--- src/hw/rtl/mail_header_value_extractor_defines.svh ---
// Assertion macros shared by the extractor RTL.
// Each macro expects clk_i and rst_ni in the scope where it is used.
`ifndef MAIL_HEADER_VALUE_EXTRACTOR_DEFINES_SVH
`define MAIL_HEADER_VALUE_EXTRACTOR_DEFINES_SVH

// Property that must hold at every clock edge outside reset.
`define MHVE_ASSERT_ALWAYS(lbl, expr, msg) \
  lbl: assert property (@(posedge clk_i) disable iff (!rst_ni) (expr)) else $error(msg);

// Consequent checked in the same cycle as the antecedent.
`define MHVE_ASSERT_IMPL(lbl, ante, cons, msg) \
  lbl: assert property (@(posedge clk_i) disable iff (!rst_ni) (ante) |-> (cons)) \
    else $error(msg);

// Consequent checked in the cycle after the antecedent.
`define MHVE_ASSERT_NEXT(lbl, ante, cons, msg) \
  lbl: assert property (@(posedge clk_i) disable iff (!rst_ni) (ante) |=> (cons)) \
    else $error(msg);

`endif

--- src/hw/rtl/mhve_pkg.sv ---
`timescale 1ns / 1ps

package mhve_pkg;

  // Longest header name that can be configured.
  localparam int NAME_MAX    = 16;
  localparam int NAME_LEN_W  = $clog2(NAME_MAX + 1);
  localparam int NAME_IDX_W  = $clog2(NAME_MAX);
  localparam int NAME_BITS   = 8 * NAME_MAX;
  localparam int VAL_LEN_W   = 16;
  localparam int CFG_DATA_W  = 64;

  localparam logic [7:0] CHAR_COLON = 8'h3A;
  localparam logic [7:0] CHAR_LF    = 8'h0A;
  localparam logic [7:0] CHAR_CR    = 8'h0D;

  localparam logic KIND_VALUE   = 1'b0;
  localparam logic KIND_SUMMARY = 1'b1;

  typedef enum logic [1:0] {
    CFG_NAME_LOW  = 2'd0,
    CFG_NAME_HIGH = 2'd1,
    CFG_NAME_LEN  = 2'd2,
    CFG_MAX_LEN   = 2'd3
  } cfg_reg_e;

  typedef enum logic [9:0] {
    PH_MSG_START  = 10'b0000000001,
    PH_LINE_START = 10'b0000000010,
    PH_NAME       = 10'b0000000100,
    PH_COLON      = 10'b0000001000,
    PH_SKIPLINE   = 10'b0000010000,
    PH_LEAD       = 10'b0000100000,
    PH_LEAD_NL    = 10'b0001000000,
    PH_VALUE      = 10'b0010000000,
    PH_VAL_NL     = 10'b0100000000,
    PH_DONE       = 10'b1000000000
  } phase_e;

  typedef struct packed {
    logic [NAME_BITS-1:0]  name_bytes;
    logic [NAME_LEN_W-1:0] name_length;
    logic [VAL_LEN_W-1:0]  max_value_len;
  } cfg_t;

  typedef struct packed {
    logic [7:0] data_byte;
    logic       end_of_data;
  } in_item_t;

  typedef struct packed {
    logic [7:0]           value_byte;
    logic                 kind;
    logic                 found;
    logic [VAL_LEN_W-1:0] value_length;
  } out_item_t;

  // Space, tab, LF, VT, FF and CR.
  function automatic logic is_ws(logic [7:0] b);
    return (b == 8'h20) || ((b >= 8'h09) && (b <= 8'h0D));
  endfunction

  function automatic logic [7:0] to_lower(logic [7:0] b);
    return ((b >= 8'h41) && (b <= 8'h5A)) ? (b + 8'h20) : b;
  endfunction

endpackage

--- src/hw/rtl/mhve_cfg.sv ---
`timescale 1ns / 1ps

module mhve_cfg (
  input  logic                               clk_i,
  input  logic                               rst_ni,
  input  logic                               cfg_we_i,
  input  mhve_pkg::cfg_reg_e                 cfg_idx_i,
  input  logic [mhve_pkg::CFG_DATA_W-1:0]    cfg_data_i,
  output mhve_pkg::cfg_t                     cfg_o
);
  import mhve_pkg::*;

  logic [CFG_DATA_W-1:0] name_low_q, name_high_q;
  logic [NAME_LEN_W-1:0] name_len_q;
  logic [VAL_LEN_W-1:0]  max_len_q;

  always_ff @(posedge clk_i or negedge rst_ni) begin
    if (!rst_ni) begin
      name_low_q  <= '0;
      name_high_q <= '0;
      name_len_q  <= NAME_LEN_W'(1);
      max_len_q   <= VAL_LEN_W'(255);
    end else if (cfg_we_i) begin
      unique case (cfg_idx_i)
        CFG_NAME_LOW:  name_low_q  <= cfg_data_i;
        CFG_NAME_HIGH: name_high_q <= cfg_data_i;
        CFG_NAME_LEN:  name_len_q  <= cfg_data_i[NAME_LEN_W-1:0];
        CFG_MAX_LEN:   max_len_q   <= cfg_data_i[VAL_LEN_W-1:0];
      endcase
    end
  end

  assign cfg_o.name_bytes    = {name_high_q, name_low_q};
  assign cfg_o.name_length   = name_len_q;
  assign cfg_o.max_value_len = max_len_q;

endmodule

--- src/hw/rtl/mhve_core.sv ---
`timescale 1ns / 1ps
`include "mail_header_value_extractor_defines.svh"

module mhve_core (
  input  logic                 clk_i,
  input  logic                 rst_ni,
  input  mhve_pkg::cfg_t       cfg_i,
  input  logic                 step_i,
  input  mhve_pkg::in_item_t   item_i,
  output logic                 res_valid_o,
  output mhve_pkg::out_item_t  res_o
);
  import mhve_pkg::*;

  phase_e                phase_q, phase_d;
  logic [NAME_LEN_W-1:0] idx_q, idx_d;
  logic [VAL_LEN_W-1:0]  cnt_q, cnt_d;
  logic [VAL_LEN_W-1:0]  trim_q, trim_d;
  logic                  found_q, found_d;

  logic [7:0]            b;
  logic                  b_ws, b_cont;
  logic [NAME_LEN_W-1:0] eff_len;
  logic [NAME_LEN_W-1:0] match_idx;
  logic [NAME_LEN_W-1:0] match_idx_inc;
  logic [7:0]            name_char;
  logic                  name_hit;
  phase_e                name_phase;
  phase_e                colon_phase;
  logic                  colon_hit;
  logic                  emit_req;
  logic [VAL_LEN_W-1:0]  cnt_inc;

  assign b       = item_i.data_byte;
  assign b_ws    = is_ws(b);
  // Only space, tab, VT and FF continue a folded line.
  assign b_cont  = b_ws && (b != CHAR_CR) && (b != CHAR_LF);
  assign eff_len = (cfg_i.name_length > NAME_LEN_W'(NAME_MAX)) ?
                   NAME_LEN_W'(NAME_MAX) : cfg_i.name_length;

  // At a line start the compare begins at the first name character.
  assign match_idx     = (phase_q == PH_NAME) ? idx_q : '0;
  assign match_idx_inc = match_idx + NAME_LEN_W'(1);
  assign name_char     = cfg_i.name_bytes[8 * match_idx[NAME_IDX_W-1:0] +: 8];
  assign name_hit      = (match_idx < eff_len) && (to_lower(b) == to_lower(name_char));

  always_comb begin
    if (b == CHAR_LF) begin
      name_phase = PH_LINE_START;
    end else if (name_hit) begin
      name_phase = (match_idx_inc >= eff_len) ? PH_COLON : PH_NAME;
    end else begin
      name_phase = PH_SKIPLINE;
    end
  end

  assign colon_hit = (b == CHAR_COLON);
  always_comb begin
    if (colon_hit) begin
      colon_phase = PH_LEAD;
    end else if (b == CHAR_LF) begin
      colon_phase = PH_LINE_START;
    end else if (!b_ws) begin
      colon_phase = PH_SKIPLINE;
    end else begin
      colon_phase = phase_q;
    end
  end

  assign cnt_inc = cnt_q + VAL_LEN_W'(1);

  always_comb begin
    phase_d     = phase_q;
    idx_d       = idx_q;
    cnt_d       = cnt_q;
    trim_d      = trim_q;
    found_d     = found_q;
    emit_req    = 1'b0;
    res_valid_o = 1'b0;
    res_o       = '0;
    if (step_i) begin
      if (item_i.end_of_data) begin
        res_valid_o        = 1'b1;
        res_o.kind         = KIND_SUMMARY;
        res_o.found        = found_q;
        res_o.value_length = found_q ? trim_q : '0;
        phase_d            = PH_MSG_START;
        idx_d              = '0;
        cnt_d              = '0;
        trim_d             = '0;
        found_d            = 1'b0;
      end else begin
        unique case (phase_q)
          PH_MSG_START, PH_LINE_START: begin
            if ((phase_q == PH_LINE_START) && ((b == CHAR_CR) || (b == CHAR_LF))) begin
              phase_d = PH_DONE;
            end else if (eff_len == '0) begin
              idx_d   = '0;
              phase_d = colon_phase;
              found_d = found_q | colon_hit;
            end else begin
              idx_d   = name_hit ? match_idx_inc : '0;
              phase_d = name_phase;
            end
          end
          PH_NAME: begin
            idx_d   = name_hit ? match_idx_inc : idx_q;
            phase_d = name_phase;
          end
          PH_COLON: begin
            phase_d = colon_phase;
            found_d = found_q | colon_hit;
          end
          PH_SKIPLINE: begin
            if (b == CHAR_LF) begin
              phase_d = PH_LINE_START;
            end
          end
          PH_LEAD: begin
            if (!b_ws) begin
              phase_d  = PH_VALUE;
              emit_req = 1'b1;
            end else if (b == CHAR_LF) begin
              phase_d = PH_LEAD_NL;
            end
          end
          PH_LEAD_NL: begin
            phase_d = b_cont ? PH_LEAD : PH_DONE;
          end
          PH_VALUE: begin
            if (b == CHAR_LF) begin
              phase_d = PH_VAL_NL;
            end
            emit_req = 1'b1;
          end
          PH_VAL_NL: begin
            if (b_cont) begin
              phase_d  = PH_VALUE;
              emit_req = 1'b1;
            end else begin
              phase_d = PH_DONE;
            end
          end
          default: begin
            phase_d = PH_DONE;
          end
        endcase

        // Bytes beyond the length limit are dropped silently.
        if (emit_req && (cnt_q < cfg_i.max_value_len)) begin
          cnt_d            = cnt_inc;
          trim_d           = b_ws ? trim_q : cnt_inc;
          res_valid_o      = 1'b1;
          res_o.value_byte = b;
          res_o.kind       = KIND_VALUE;
        end
      end
    end
  end

  always_ff @(posedge clk_i or negedge rst_ni) begin
    if (!rst_ni) begin
      phase_q <= PH_MSG_START;
      idx_q   <= '0;
      cnt_q   <= '0;
      trim_q  <= '0;
      found_q <= 1'b0;
    end else begin
      phase_q <= phase_d;
      idx_q   <= idx_d;
      cnt_q   <= cnt_d;
      trim_q  <= trim_d;
      found_q <= found_d;
    end
  end

  `MHVE_ASSERT_ALWAYS(a_trim_within_count, trim_q <= cnt_q,
                      "trimmed length exceeds emitted byte count")
  `MHVE_ASSERT_NEXT(a_summary_clears, step_i && item_i.end_of_data,
                    (phase_q == PH_MSG_START) && (cnt_q == '0) && !found_q,
                    "state not cleared after summary")
  `MHVE_ASSERT_IMPL(a_value_needs_found, res_valid_o && (res_o.kind == KIND_VALUE),
                    found_q, "value byte emitted before header matched")

endmodule

--- src/hw/rtl/mhve_out_buf.sv ---
`timescale 1ns / 1ps
`include "mail_header_value_extractor_defines.svh"

module mhve_out_buf (
  input  logic                 clk_i,
  input  logic                 rst_ni,
  input  logic                 push_i,
  input  mhve_pkg::out_item_t  push_data_i,
  output logic                 ready_o,
  output logic                 out_valid_o,
  input  logic                 out_stall_i,
  output mhve_pkg::out_item_t  out_data_o
);
  import mhve_pkg::*;

  logic      main_valid_q, main_valid_d;
  logic      skid_valid_q, skid_valid_d;
  out_item_t main_q, main_d;
  out_item_t skid_q, skid_d;
  logic      pop;

  assign pop     = main_valid_q && !out_stall_i;
  assign ready_o = !skid_valid_q;

  always_comb begin
    main_valid_d = main_valid_q;
    skid_valid_d = skid_valid_q;
    main_d       = main_q;
    skid_d       = skid_q;
    if (skid_valid_q) begin
      if (pop) begin
        main_d       = skid_q;
        skid_valid_d = 1'b0;
      end
    end else if (push_i) begin
      if (!main_valid_q || pop) begin
        main_d       = push_data_i;
        main_valid_d = 1'b1;
      end else begin
        skid_d       = push_data_i;
        skid_valid_d = 1'b1;
      end
    end else if (pop) begin
      main_valid_d = 1'b0;
    end
  end

  always_ff @(posedge clk_i or negedge rst_ni) begin
    if (!rst_ni) begin
      main_valid_q <= 1'b0;
      skid_valid_q <= 1'b0;
    end else begin
      main_valid_q <= main_valid_d;
      skid_valid_q <= skid_valid_d;
    end
  end

  always_ff @(posedge clk_i) begin
    main_q <= main_d;
    skid_q <= skid_d;
  end

  assign out_valid_o = main_valid_q;
  assign out_data_o  = main_q;

  `MHVE_ASSERT_ALWAYS(a_skid_implies_main, !skid_valid_q || main_valid_q,
                      "skid entry held while output register is empty")
  `MHVE_ASSERT_IMPL(a_no_push_when_full, skid_valid_q, !push_i,
                    "result pushed while skid entry is occupied")

endmodule

--- src/hw/rtl/mail_header_value_extractor.sv ---
// A beat accepted into the input register is scanned from there into the output register.
// Throughput: one input beat per cycle while the skid entry is free; every byte is handled by
// a single state update. An input register and a two-entry output stage keep both stall paths
// registered. Reset (rst_ni low, asynchronous) empties both stages, returns the scanner to
// message start and loads the registers with name length 1 and value limit 255.
`timescale 1ns / 1ps

module mail_header_value_extractor (
  input  logic                            clk_i,
  input  logic                            rst_ni,
  input  logic                            in_valid_i,
  output logic                            in_stall_o,
  input  mhve_pkg::in_item_t              in_data_i,
  output logic                            out_valid_o,
  input  logic                            out_stall_i,
  output mhve_pkg::out_item_t             out_data_o,
  input  logic                            cfg_we_i,
  input  mhve_pkg::cfg_reg_e              cfg_idx_i,
  input  logic [mhve_pkg::CFG_DATA_W-1:0] cfg_data_i
);
  import mhve_pkg::*;

  // Configuration registers. The user must see that they are only written while no message
  // is in flight, so the scanner sees them as constants; the block itself does not enforce it.
  cfg_t cfg;

  mhve_cfg u_cfg (
    .clk_i      (clk_i),
    .rst_ni     (rst_ni),
    .cfg_we_i   (cfg_we_i),
    .cfg_idx_i  (cfg_idx_i),
    .cfg_data_i (cfg_data_i),
    .cfg_o      (cfg)
  );

  // Input register. The beat held here is processed as soon as the output stage
  // has room, which is every cycle unless the skid entry is occupied. The stall
  // therefore depends only on flops and never on out_stall_i directly.
  logic     in_valid_q, in_valid_d;
  in_item_t in_q;
  logic     in_accept;
  logic     buf_ready;
  logic     step;

  assign in_accept  = in_valid_i && !in_stall_o;
  assign step       = in_valid_q && buf_ready;
  assign in_stall_o = in_valid_q && !buf_ready;

  always_comb begin
    in_valid_d = in_valid_q;
    if (in_accept) begin
      in_valid_d = 1'b1;
    end else if (step) begin
      in_valid_d = 1'b0;
    end
  end

  always_ff @(posedge clk_i or negedge rst_ni) begin
    if (!rst_ni) begin
      in_valid_q <= 1'b0;
    end else begin
      in_valid_q <= in_valid_d;
    end
  end

  always_ff @(posedge clk_i) begin
    if (in_accept) begin
      in_q <= in_data_i;
    end
  end

  // Header scanner: one phase update per byte, producing at most one result.
  logic      res_valid;
  out_item_t res;

  mhve_core u_core (
    .clk_i       (clk_i),
    .rst_ni      (rst_ni),
    .cfg_i       (cfg),
    .step_i      (step),
    .item_i      (in_q),
    .res_valid_o (res_valid),
    .res_o       (res)
  );

  // Output register with a skid entry, so a result that meets a stall is kept
  // while the next byte is already being scanned.
  mhve_out_buf u_out_buf (
    .clk_i       (clk_i),
    .rst_ni      (rst_ni),
    .push_i      (res_valid),
    .push_data_i (res),
    .ready_o     (buf_ready),
    .out_valid_o (out_valid_o),
    .out_stall_i (out_stall_i),
    .out_data_o  (out_data_o)
  );

endmodule

--- config.mk ---
export PLATFORM = sky130hd
export DESIGN_NAME = mail_header_value_extractor
export DESIGN_NICKNAME = d
export VERILOG_FILES = /design/src/hw/rtl/mhve_pkg.sv /design/src/hw/rtl/mhve_cfg.sv /design/src/hw/rtl/mhve_core.sv /design/src/hw/rtl/mhve_out_buf.sv /design/src/hw/rtl/mail_header_value_extractor.sv
export VERILOG_INCLUDE_DIRS = /design/src /design/src/hw/rtl
export SDC_FILE = /design/constraint.sdc
export NUM_CORES = 1
export LEC_CHECK = 0
export BUFFER_PORTS_ARGS = -buffer_cell sky130_fd_sc_hd__buf_2
export CAP_MARGIN = 20
export CORE_MARGIN = 3
export CORE_UTILIZATION = 60
export CTS_BUF_LIST = sky130_fd_sc_hd__clkbuf_16
export CTS_CLUSTER_DIAMETER = 150
export DETAILED_ROUTE_END_ITERATION = 8
export PLACE_DENSITY = 0.9
export SYNTH_ARGS = -nofsm -noshare
export SYNTH_HDL_FRONTEND = slang
export SYNTH_SLANG_ARGS = --single-unit
--- constraint.sdc ---
create_clock -name clk_i -period 6.73 [get_ports clk_i]
set_clock_uncertainty 0.05 [all_clocks]
set_input_delay 1.346 -clock clk_i [delete_from_list [all_inputs] [get_ports clk_i]]
set_output_delay 1.346 -clock clk_i [all_outputs]
set_load 0.02 [all_outputs]
==> Yosys cells after proc, flatten, opt, wreduce, memory -nomap -nowiden <==
Cells that the tools add are included.
{ "totals": {"output_inout_bits": 28, "ff_bits": 261, "elab_cells": 171, "in_bits": 80} }
{ "op_classes": {"n_lt_le_gt_ge": 10, "eq_ne": 28, "n_bitwise": 3, "n_shift": 1, "n_mux": 62, "addsub": 4, "n_reduce_logical": 41} }
{ "op_table": {"columns": ["op", "n"], "rows": [
  ["10-bit two-way mux", 14],
  ["26-bit two-way mux", 5],
  ["128-bit by 8-bit indexed part select with 8-bit output", 1],
  ["16-bit two-way mux", 6],
  ["10-bit one-hot mux with 8 select lines", 1],
  ["5-bit two-way mux", 7],
  ["8-bit two-way mux", 3],
  ["1-bit two-way mux", 20],
  ["17-bit two-way mux", 1],
  ["16-bit by 1-bit adder with 16-bit output (second input constant)", 1],
  ["8-bit by 6-bit adder with 8-bit output (second input constant)", 2],
  ["8-bit by 4-bit equality test with 1-bit output (second input constant)", 2],
  ["8-bit by 6-bit equality test with 1-bit output (second input constant)", 2],
  ["8-bit by 7-bit >= comparator with 1-bit output (second input constant)", 2],
  ["8-bit by 7-bit <= comparator with 1-bit output (second input constant)", 2],
  ["16-bit less-than comparator", 1],
  ["8-bit by 4-bit != test with 1-bit output (second input constant)", 2],
  ["1-bit logical AND", 12],
  ["3-bit by 2-bit != test with 1-bit output (second input constant)", 4],
  ["3-bit AND reduction", 4],
  ["4-bit AND reduction", 3],
  ["10-bit by 1-bit equality test with 1-bit output (second input constant)", 1],
  ["10-bit by 2-bit equality test with 1-bit output (second input constant)", 1],
  ["10-bit by 3-bit equality test with 1-bit output (second input constant)", 1],
  ["other kinds (34)", 51]
]} }

==> Depth between registers and ports, before layout <==
{ "depth": {"depth_word": 16, "ltp_mapped": 19, "mapped_depth_nobuf": 14} }

==> Modules after synthesis <==
Synthesis repeated with hierarchy kept, for this count alone.
{ "unflattened": {"hier_cells": 1045, "area_unflattened_um2": 13575.5} }
{ "by_module_without_submodules": {"columns": ["module", "seq_area_each_um2", "instances", "area_each_um2", "cells_each"], "rows": [
  ["mhve_cfg", 3739.8, 1, 6173.4, 317],
  ["mhve_core", 1202.4, 1, 5068.6, 619],
  ["mhve_out_buf", 1611.5, 1, 1999.4, 94],
  ["mail_header_value_extractor", 295.3, 1, 334.1, 15]
]} }

==> Worst setup path before layout <==
Ideal clock, no wire load.
{ "synth_path": {"path_type": "register -> register", "startpoint": "register in_q[1] in the netlist's numbering", "endpoint": "register u_out_buf.main_q (netlist bit u_out_buf.out_data_o[0]) (enable)", "period_less_slack_ns": 5.281, "stages_incl_launch_ff": 15, "arrival_ns": 4.782, "setup_ns": 0.449, "setup_slack_ns": 1.449, "n_path_buf": 3, "required_time_ns": 6.231, "cell_sequence": "edfxtp_1 -> clkbuf_1 -> nor3_1 -> nor3b_1 -> a22o_1 -> nand2_1 -> nor3b_1 -> o21ai_0 -> and2_1 -> or2_2 -> o21bai_1 -> and2_0 -> clkbuf_1 -> clkbuf_1 -> a21boi_0"} }
{ "synth_between": {"elab_chain_len": 15, "word_cells_on_any_way": 20, "cone_classes": "2 x order compare; 3 x eq/ne; 8 x mux; 7 x reduce/logical"} }
{ "synth_lines": {"columns": ["element", "line", "text"], "rows": [
  ["start, declared", "mail_header_value_extractor.sv:40", "in_item_t in_q;"],
  ["start signal, assigned", "mail_header_value_extractor.sv:68", "in_q <= in_data_i;"],
  ["8-bit by 4-bit >= comparator with 1-bit output / 8-bit by 4-bit <= comparator with 1-bit output (equally long branches)", "mhve_pkg.sv:60", "return (b == 8'h20) || ((b >= 8'h09) && (b <= 8'h0D));"],
  ["1-bit logical AND", "mhve_pkg.sv:60", null],
  ["1-bit logical OR", "mhve_pkg.sv:60", null],
  ["1-bit logical AND (2 in a row)", "mhve_core.sv:37", "assign b_cont = b_ws && (b != CHAR_CR) && (b != CHAR_LF);"],
  ["1-bit two-way mux", "mhve_core.sv:137", "if (b_cont) begin"],
  ["1-bit one-hot mux with 3 select lines *", "mhve_core.sv:93", "unique case (phase_q)"],
  ["1-bit two-way mux *", "mhve_core.sv:82", "if (item_i.end_of_data) begin"],
  ["1-bit two-way mux *", "mhve_core.sv:81", "if (step_i) begin"],
  ["1-bit logical AND *", "mhve_core.sv:150", "if (emit_req && (cnt_q < cfg_i.max_value_len)) begin"],
  ["1-bit two-way mux *", "mhve_core.sv:150", null],
  ["1-bit two-way mux *", "mhve_core.sv:82", null],
  ["1-bit two-way mux *", "mhve_core.sv:81", null],
  ["2-bit nonzero test (no line) *", null, null],
  ["3-bit AND reduction (no line) *", null, null],
  ["end signal, assigned", "mhve_out_buf.sv:59", "main_q <= main_d;"],
  ["end, declared", "mhve_out_buf.sv:18", "out_item_t main_q, main_d;"]
]} }
Mark *: on every way between the ends. The rest lies on a longest branch, timed or not. The select of a mux whose other input is x is not followed.
A chain may end at the register's enable or synchronous reset.

==> Final worst setup path <==
{ "layout_path": {"startpoint": "register in_q[5] in the netlist's numbering", "endpoint": "register u_out_buf.skid_q[23] in the netlist's numbering (enable)"} }
{ "layout_between": {"elab_chain_len": 14, "word_cells_on_any_way": 19, "cone_classes": "2 x order compare; 3 x eq/ne; 8 x mux; 6 x reduce/logical"} }
{ "layout_lines": {"columns": ["element", "line", "text"], "rows": [
  ["8-bit by 4-bit >= comparator with 1-bit output / 8-bit by 4-bit <= comparator with 1-bit output (equally long branches)", "mhve_pkg.sv:60", null],
  ["1-bit logical AND", "mhve_pkg.sv:60", null],
  ["1-bit logical OR", "mhve_pkg.sv:60", null],
  ["1-bit logical AND (2 in a row)", "mhve_core.sv:37", null],
  ["1-bit two-way mux", "mhve_core.sv:137", null],
  ["1-bit one-hot mux with 3 select lines *", "mhve_core.sv:93", null],
  ["1-bit two-way mux *", "mhve_core.sv:82", null],
  ["1-bit two-way mux *", "mhve_core.sv:81", null],
  ["1-bit logical AND *", "mhve_core.sv:150", null],
  ["1-bit two-way mux *", "mhve_core.sv:150", null],
  ["1-bit two-way mux *", "mhve_core.sv:82", null],
  ["1-bit two-way mux *", "mhve_core.sv:81", null],
  ["3-bit AND reduction (no line) *", null, null],
  ["end signal, assigned", "mhve_out_buf.sv:60", "skid_q <= skid_d;"],
  ["end, declared", "mhve_out_buf.sv:19", "out_item_t skid_q, skid_d;"]
]} }
Marked as above.

==> run metrics <==
CP required=6.94 ns; die height=155 um; Crit. End Element=flop; synth unique cells=90; Initial Util=0.612; GRT Total Usage=0.272; final WL=roughly 33000 um; RSZ-0062 raised after global routing=no; Final setup viols=0; Avg Cell Area, Syn=~12 sq um; Rel. slew slack=0.318; first-pass GRT wire length=52500 um; Hold Startpoint=u_core.trim_q[3]; Ant. Diodes=0; Hold Violations, Final=0; antenna violations before repair=0; Clock transition at path regs=0.07 ns; CTS hold repair buffers=0; Commonest cells post-synth=dfrtp_1, mux2_2, nand2_1; H-Tree Depth=1; CTS Buf Count=27; synth top area cells=dfrtp_1, mux2_2, edfxtp_1, mux4_2, ha_1; Final ANT Viol Nets=0; DIE AREA=~24000 sq um; Final HPWL DP=about 23000 um; WHS=0.436 ns; EDFF count, synth=61; Syn Nets=1232; Sum Neg Setup Slack=0 ns; Die X=about 160 um; reg2reg path depth=14; Slew Viols, Final=0; Max FO, Critical Path=17; critical path's largest stage delay=about 0.66 ns; PwrDens=~310 nW/um^2; Fill cells=about 1500; I/O Pins=about 110; clk_lat worst skew=0.55 ns; std cell rows=54; post-synth top area cell=dfrtp_1; reg2reg end=u_out_buf.skid_q[23]; CTS tree=yes; Crit Reg-Reg Startpoint=in_q[5]; Buffers on Ports=107; post-layout min period=4.74 ns; Final period util=0.704; Power, Total=between 4 and 5 mW; synthesized flop and latch total=~260; # DRC=0; DR iter-0 viols=a little over 800; FMAX=around 210 MHz; vias=approximately 9600; vias per cell=around 6.4; Critical-path top delay cell=nor2_2; status=finished, final reports clean; drt wl/cell=21.7 um; top cell type's share of synthesized area=0.355; CP Launch Type=flop; Core Region=about 22000 sq um; area grow syn2layout=12.1%; hold path depth=1; Leakage=between 6 and 7 nW; total grt overflow=0; Worst Setup SP=in_q[5]; async set or reset register ratio after synthesis=0.766; nets=between 1000 and 1500; Clock Tree Buf Depth=3; postcts setup bufs=0; clock root buffer=clkbuf_16; worst hold-check path type=reg -> reg; WS Path Type=reg -> reg; WP data arrival=a little under 5 ns; register-to-register path setup slack=1.99 ns; largest net degree at the start of global routing=93; post_cts resized=0; first drt pass iteration count=5; ys flop type=dfrtp_1; Max-Cap Viols=0; clk sinks=around 260; layout cells sized above 1=0.318; vias in the first global route=about 9500; cell with the most instances after synthesis=dfrtp_1; Worst Tran Pin Value=just over 1 ns; mapped cell area=13400 sq um; Cell Chain, Critical Path=nor4_1 -> and2_1 -> a22o_1 -> nand2_1 -> nor3b_1 -> o21ai_0 -> and2_1 -> or2_2 -> o21bai_1 -> buf_4 -> and2_0 -> nor2_2 -> buf_6 -> buf_4; synth warn=0; Min-Delay Endpoint=u_core.trim_q[3]; Syn Inst Count=around 1100; Routability Congestion=0.973; post-synthesis sequential area ratio=0.511; Max IR drop VDD=0.238 mV
layout make-up:
type	instances	area [sq um]	share of cell area
clock buffers	27	676	0.0450
clock inverters	23	195	0.0130
repair buffers	124	676	0.0450
flip-flops and latches	261	6850	0.456
multi-input cells	758	6130	0.408
inverters	36	135	0.00900
well taps	280	350	0.0233
kinds of logic after synthesis:
family | after synthesis | share of synthesized area
buffers and inverters | 104 | 0.0316
adders and majority gates | 29 | 0.0271
xor gates and xnor gates | 17 | 0.0122
and+or+nand+nor | 311 | 0.128
muxes | 205 | 0.186
AOI/OAI and AO/OA | 196 | 0.103
DFF | 261 | 0.511
power breakdown:
group | total, mW | leakage, nW | internal (mW) | switching (mW)
combinational | 1.12 | 3.15 | 0.495 | 0.630
clock | 1.46 | 0.418 | 0.817 | 0.642
sequential | 2.11 | 3.03 | 1.91 | 0.198
total | 4.69 | 6.60 | 3.22 | 1.47
metrics by stage:
stage	util	instance area, sq um	cells	setup WS (ns)
final	0.686	15000	1509	1.99
after global routing	0.686	15000	1509	1.50
after CTS	0.685	15000	1508	1.76
after detailed placement	0.646	14100	1458	1.79
after global placement	0.646	14100	1458	1.95
after floorplan	-	13400	1123	1.45
cell usage in the layout, fill, tap and decap left out, drive strengths merged, types with 30 or more instances in the layout:
| cell | n |
|---|---|
| and2 | 37 |
| a21o | 35 |
| edfxtp | 61 |
| nor3 | 30 |
| inv | 37 |
| buf | 123 |
| dfrtp | 190 |
| a21oi | 32 |
| nor2 | 44 |
| nand2 | 66 |
| mux2 | 168 |
| o21ai | 37 |
registers in the layout, summed over array words and instances, names as in the netlist:
name / cells
u_core.phase_q: 10
u_out_buf.skid_valid_q: 1
u_out_buf.out_valid_o: 1
u_out_buf.out_data_o: 26
u_cfg.name_high_q: 64
u_cfg.max_len_q: 16
in_q: 9
u_core.cnt_q: 16
u_cfg.name_len_q: 5
in_valid_q: 1
u_core.found_q: 1
u_cfg.name_low_q: 64
u_out_buf.skid_q: 26
u_core.trim_q: 16
u_core.idx_q: 5
worst max path at each step:
stage	to	slack (ns)	cells after the start
2_1_floorplan	u_out_buf.out_data_o[0]	1.45	14
3_3_place_gp	u_out_buf.skid_q[23]	1.95	13
3_5_place_dp	u_out_buf.skid_q[24]	1.79	13
4_1_cts	u_out_buf.skid_q[24]	1.76	13
5_1_grt	u_out_buf.skid_q[24]	1.50	14
6_report	u_out_buf.skid_q[23]	1.99	14
layer usage:
metal / vias up / wire [um] / GRT usage
met2: 437 / 15400 / 0.442
met3: 87 / 2310 / 0.0401
met5: - / 0 / 0
met4: 0 / 1250 / 0.0913
li1: 4344 / - / -
met1: 4726 / 13700 / 0.380
worst max-delay path: cells and delay by family (launching register included):
kind,cells,cell delay [ns]
buffers and inverters,3,0.59
flip-flops,1,0.56
AO/OA/AOI/OAI,3,0.57
AND/OR/NAND/NOR,8,2.66
No activity file was read; power rests on OpenSTA's default activity.
